$ cat config.mk
export PLATFORM = sky130hd
export DESIGN_NAME = vang_fifo
export DESIGN_NICKNAME = d
export VERILOG_FILES = /design/src/design/vector_angle_3d_macros.svh /design/src/design/vang_pkg.sv /design/src/design/vang_fifo.sv
export SDC_FILE = /design/constraint.sdc
export NUM_CORES = 1
export LEC_CHECK = 0
export BUFFER_PORTS_ARGS = -buffer_cell sky130_fd_sc_hd__buf_2
export CAP_MARGIN = 20
export CORE_ASPECT_RATIO = 1.2
export CORE_MARGIN = 2
export CORE_UTILIZATION = 40
export CTS_BUF_LIST = sky130_fd_sc_hd__clkbuf_4 sky130_fd_sc_hd__clkbuf_8 sky130_fd_sc_hd__clkbuf_16
export DETAILED_ROUTE_END_ITERATION = 16
export PLACE_DENSITY = 0.62
export SYNTH_ARGS = -nofsm -noshare
export SYNTH_HDL_FRONTEND = slang
export SYNTH_SLANG_ARGS = --single-unit
$ cat constraint.sdc
create_clock -name clk -period 5 [get_ports clk]
set_input_delay 0.75 -clock clk [delete_from_list [all_inputs] [get_ports clk]]
set_output_delay 0.75 -clock clk [all_outputs]
set_load 0.1 [all_outputs]
$ cat src/design/vector_angle_3d_macros.svh
// ----------------------------------------------------------------------------
// vector_angle_3d assertion macros
// Shorthand for clocked checks on clk, disabled while arst_n is low.
// ----------------------------------------------------------------------------
`ifndef VECTOR_ANGLE_3D_MACROS_SVH
`define VECTOR_ANGLE_3D_MACROS_SVH

// Same-cycle implication.
`define VANG_ASSERT_NOW(label, ante, cons, msg) \
	label: assert property (@(posedge clk) disable iff (!arst_n) (ante) |-> (cons)) \
		else $error(msg);

// Next-cycle implication.
`define VANG_ASSERT_NEXT(label, ante, cons, msg) \
	label: assert property (@(posedge clk) disable iff (!arst_n) (ante) |=> (cons)) \
		else $error(msg);

`endif

$ cat src/design/vang_pkg.sv
// ----------------------------------------------------------------------------
// vang_pkg
// Shared types and constants of the 3D vector angle block.
// ----------------------------------------------------------------------------
`timescale 1ns / 1ps

package vang_pkg;

	localparam int FRAC_BITS_DEF = 16;
	localparam int FIFO_DEPTH    = 4;
	localparam int SQRT_STEPS    = 32;
	localparam int DIV_STEPS     = 30;
	localparam int CORDIC_STEPS  = 30;

	localparam logic [31:0] Q30_PI          = 32'd3373259426;
	localparam logic [31:0] Q30_HALF_PI     = 32'd1686629713;
	localparam logic [30:0] Q30_ONE         = 31'h4000_0000;
	localparam logic [31:0] DEG_PER_RAD_Q26 = 32'd3845054675;

	localparam logic [31:0] ATAN_TAB [CORDIC_STEPS] = '{
		32'h3243F6A8, 32'h1DAC6705, 32'h0FADBAFC, 32'h07F56EA6, 32'h03FEAB76,
		32'h01FFD55B, 32'h00FFFAAA, 32'h007FFF55, 32'h003FFFEA, 32'h001FFFFD,
		32'h000FFFFF, 32'h0007FFFF, 32'h0003FFFF, 32'h0001FFFF, 32'h0000FFFF,
		32'h00007FFF, 32'h00003FFF, 32'h00001FFF, 32'h00000FFF, 32'h000007FF,
		32'h000003FF, 32'h000001FF, 32'h000000FF, 32'h0000007F, 32'h0000003F,
		32'h0000001F, 32'h0000000F, 32'h00000007, 32'h00000003, 32'h00000001
	};

	// Input beat: two vectors, signed fixed point.
	typedef struct packed {
		logic signed [31:0] ax;
		logic signed [31:0] ay;
		logic signed [31:0] az;
		logic signed [31:0] bx;
		logic signed [31:0] by;
		logic signed [31:0] bz;
	} vec_t;

	// Output beat.
	typedef struct packed {
		logic [23:0] angle;
		logic        zero_error;
	} res_t;

	// Classified job handed from the front to the back.
	typedef struct packed {
		logic        zero;
		logic        neg;
		logic [63:0] dmag;
		logic [63:0] sa;
		logic [63:0] sb;
	} job_t;

	typedef struct packed {
		logic push;
		logic pop;
		logic full;
		logic empty;
	} fifo_stat_t;

endpackage

$ cat src/design/vang_fifo.sv
// ----------------------------------------------------------------------------
// vang_fifo
// Short job queue between the front and the back.
// ----------------------------------------------------------------------------
`timescale 1ns / 1ps

module vang_fifo import vang_pkg::*; (
	input  logic       clk,
	input  logic       arst_n,
	input  logic       wvalid,
	output logic       wready,
	input  job_t       wdata,
	output logic       rvalid,
	input  logic       rready,
	output job_t       rdata,
	output fifo_stat_t stat
);

	localparam int PW = (FIFO_DEPTH > 1) ? $clog2(FIFO_DEPTH) : 1;
	localparam int CW = $clog2(FIFO_DEPTH + 1);
	localparam logic [PW-1:0] LAST = PW'(FIFO_DEPTH - 1);

	job_t mem_q [FIFO_DEPTH];
	logic [PW-1:0] wr_ptr_q, rd_ptr_q;
	logic [CW-1:0] count_q;
	logic push, pop, full, empty;

	assign full   = (count_q == CW'(FIFO_DEPTH));
	assign empty  = (count_q == '0);
	assign wready = !full;
	assign rvalid = !empty;
	assign push   = wvalid && !full;
	assign pop    = rready && !empty;
	assign rdata  = mem_q[rd_ptr_q];
	assign stat   = '{push: push, pop: pop, full: full, empty: empty};

	always_ff @(posedge clk) begin
		if (push) begin
			mem_q[wr_ptr_q] <= wdata;
		end
	end

	always_ff @(posedge clk or negedge arst_n) begin
		if (!arst_n) begin
			wr_ptr_q <= '0;
			rd_ptr_q <= '0;
			count_q  <= '0;
		end else begin
			if (push) begin
				wr_ptr_q <= (wr_ptr_q == LAST) ? '0 : wr_ptr_q + 1'b1;
			end
			if (pop) begin
				rd_ptr_q <= (rd_ptr_q == LAST) ? '0 : rd_ptr_q + 1'b1;
			end
			if (push && !pop) begin
				count_q <= count_q + 1'b1;
			end else if (pop && !push) begin
				count_q <= count_q - 1'b1;
			end
		end
	end

endmodule

==> qor.yml <==
outcome: "completed"
critPathLaunchType: "register"
drc: 0
highest_cell_delay_on_the_worst_timing_path_ns: 0.94
post-synth-top-area-fraction_pct: 81.85
crit_slowest_cell: "sky130_fd_sc_hd__dfrtp_4"
die_area_sq_mm: 0.07334
timing_worst_setup_path_type: "reg2out"
dpl.cell_count: 2363
ys_types: 20
post_cts_hold_fix_bufs: 1
place.port_buffers: 397
synthesis.instances: 1058
gr-total-overflow: 0
setup_repair_after_global_routing_missed_its_margin: "no"
cap_viol_max_count: 0
rows: 107
timing.clock.skew_ns: 0.02697
htreeDepth: 3
design.core.area_sq_mm: 0.07069
cts.repair_timing.setup_buffer_count: 0
timing_max_transition_violations_final: 0
worst-endpoint-required_ns: 4.25
num-nets-final: 1724
groute.usage.overall_pct: 15.99
dp_hpwl_um: 36790
aggregate_routed_wire_length_um: 59090
timing.final.hold_violations: 0
cts_max_path_buffers: 3
die_h_um: 296.3
avgRoutedWirePerCell_um: 23.50
first_iter_violations: 819
crit_chain: "buf_4 > mux4_2 > buf_2"
clock_insertion_delay_worst_skew_ns: 0.60
yosysSeqAreaShare_pct: 82.46
avgViaCountPerCell: 5.062
finish.cell_count_without_fillers: 2514
vias: 12727
drive_above_1_share_pct: 48.26
final_period_minus_worst_setup_slack_ns: 3.680
tightest_slew_ns: 0.9562
yosys_register_bits: 783
timing.slew.headroom_pct: 36.25
pin_count: 398
clk_transition_reported_paths_ns: 0.06
worstHoldPathType: "in2reg"
post_cts_resized: 0
per_instance_average_area_after_synthesis_sq_um: 26.91
number_of_clock_buffers_inserted_by_tritoncts: 79
finalSetupViolCount: 0
initial_core_util_pct: 40.28
number_of_optimization_iterations_in_the_first_detailed_route_pass: 4
drt.antenna.violating_nets: 0
synth.top_cells.by_area: "sky130_fd_sc_hd__edfxtp_1, sky130_fd_sc_hd__mux4_2, sky130_fd_sc_hd__dfrtp_1, sky130_fd_sc_hd__buf_6, sky130_fd_sc_hd__buf_2"
area_delta_synth_final_pct: 20.15
yosysTopAreaCell: "sky130_fd_sc_hd__edfxtp_1"
synthesis.yosys.warnings: 0
syn-cell-area_sq_mm: 0.02847
fmax_mhz: 271.7
endpoint_kind: "output port"
tritoncts_clock_tree: "yes"
first_pass_grt_wire_length_um: 85920
synthesis.nets: 1263
grt_max_degree: 86
routabilityCongestion: 0.7405
critical_path_arrival_ns: 2.93
number_of_clock_sinks_seen_by_cts: 783
clock-root-buffer: "sky130_fd_sc_hd__clkbuf_16"
fin_tns_setup_ns: 0
fp.dieW_um: 247.5
crit_fanout: 33
finalCritPeriodShare_pct: 73.61
first_global_vias: 13457
initial_antenna_violation_count: 16
metal layers:
metal | GRT usage, % | up-vias | part of all wire [%]
met5 | 0 | - | 0.11
met3 | 4.389 | 103 | 6.8
li1 | - | 5530 | -
met4 | 6.222 | 10 | 2.8
met1 | 19.58 | 6705 | 38
met2 | 27.01 | 379 | 52
cell families after synthesis:
family | synth area share [%]
flip-flops | 82.46
AND/OR/NAND/NOR | 0.2461
multiplexers | 15.57
buffers and inverters | 1.296
adder cells (fa/ha/maj) | 0.3340
XOR/XNOR | 0.09230
worst max-delay path, delay by kind of cell, from the launching register on:
kind                   cells  cell delay, ns
flip-flops                 1            0.94
buffers and inverters      2            0.79
multiplexers               1            0.57
area by class of cell:
class,instances,area [sq um]
Clock inverter,40,354.1
Tap cell,926,1159
Sequential cell,783,23490
Inverter,6,22.52
Multi-Input combinational cell,220,4639
Clock buffer,99,2127
Fill cell,5803,36480
Antenna cell,11,27.53
Timing Repair Buffer,429,2392
per-stage QoR:
stage	worst slack, ns	util [%]	area (sq um)	hold WS (ns)
2_1_floorplan	1.340	-	28470	0.4474
3_3_place_gp	1.859	44.83	31690	0.4658
3_5_place_dp	1.848	44.83	31690	0.4728
4_1_cts	1.152	48.35	34180	0.2962
5_1_grt	1.081	48.38	34200	0.3176
6_report	1.320	48.39	34210	0.3502
sequential cells by signal, indices dropped and copies added (netlist names):
register  count
mem_q       776
count_q       3
rd_ptr_q      2
wr_ptr_q      2
Yosys cell counts:
cell type and count:
sky130_fd_sc_hd__buf_6 15, sky130_fd_sc_hd__edfxtp_1 776, sky130_fd_sc_hd__mux2_2 3, sky130_fd_sc_hd__xnor2_1 1, sky130_fd_sc_hd__and3_2 4, sky130_fd_sc_hd__buf_2 22, sky130_fd_sc_hd__nand2_1 1, sky130_fd_sc_hd__mux4_2 194
sky130_fd_sc_hd__buf_4 6, sky130_fd_sc_hd__nor2_1 3, sky130_fd_sc_hd__xor2_1 2, sky130_fd_sc_hd__and2_4 1, sky130_fd_sc_hd__fa_1 1, sky130_fd_sc_hd__mux2_4 2, sky130_fd_sc_hd__or3b_1 1, sky130_fd_sc_hd__or3_2 1
sky130_fd_sc_hd__clkbuf_1 6, sky130_fd_sc_hd__inv_1 6, sky130_fd_sc_hd__dfrtp_1 7, sky130_fd_sc_hd__ha_1 6
worst paths after layout:
| kind | startpoint | slack, ns | endpoint | cells past startpoint |
|---|---|---|---|---|
| min in group asynchronous | arst_n | 0.51 | wr_ptr_q[1] | 2 |
| hold reg to reg | count_q[2] | 0.48 | count_q[2] | 1 |
| setup / recovery | rd_ptr_q[0] | 1.32 | rdata[159] | 3 |
| max in group asynchronous | arst_n | 4.32 | rd_ptr_q[1] | 2 |
| hold / removal | wdata[91] | 0.35 | mem_q[3][91] | 1 |
| setup reg to reg | count_q[2] | 2.53 | mem_q[1][19] | 3 |
placed cells by master (no fill, tap or decap), types with 4 or more instances in the layout:
| cell type | synthesis | routed |
|---|---|---|
| sky130_fd_sc_hd__inv_1 | 6 | 6 |
| sky130_fd_sc_hd__buf_2 | 22 | 397 |
| sky130_fd_sc_hd__and3_4 | 0 | 4 |
| sky130_fd_sc_hd__clkinv_1 | 0 | 13 |
| sky130_fd_sc_hd__clkbuf_4 | 0 | 20 |
| sky130_fd_sc_hd__buf_12 | 0 | 13 |
| sky130_fd_sc_hd__ha_1 | 6 | 6 |
| sky130_fd_sc_hd__clkinv_2 | 0 | 13 |
| sky130_fd_sc_hd__edfxtp_1 | 776 | 776 |
| sky130_fd_sc_hd__mux4_2 | 194 | 194 |
| sky130_fd_sc_hd__diode_2 | 0 | 11 |
| sky130_fd_sc_hd__bufinv_16 | 0 | 5 |
| sky130_fd_sc_hd__clkbuf_16 | 0 | 79 |
| sky130_fd_sc_hd__buf_4 | 6 | 18 |
| sky130_fd_sc_hd__inv_6 | 0 | 4 |
| sky130_fd_sc_hd__dfrtp_1 | 7 | 5 |
Power is left out: the tool's default activity adds up to more than one toggle a clock period on the data nets, which glitch-free logic cannot reach.
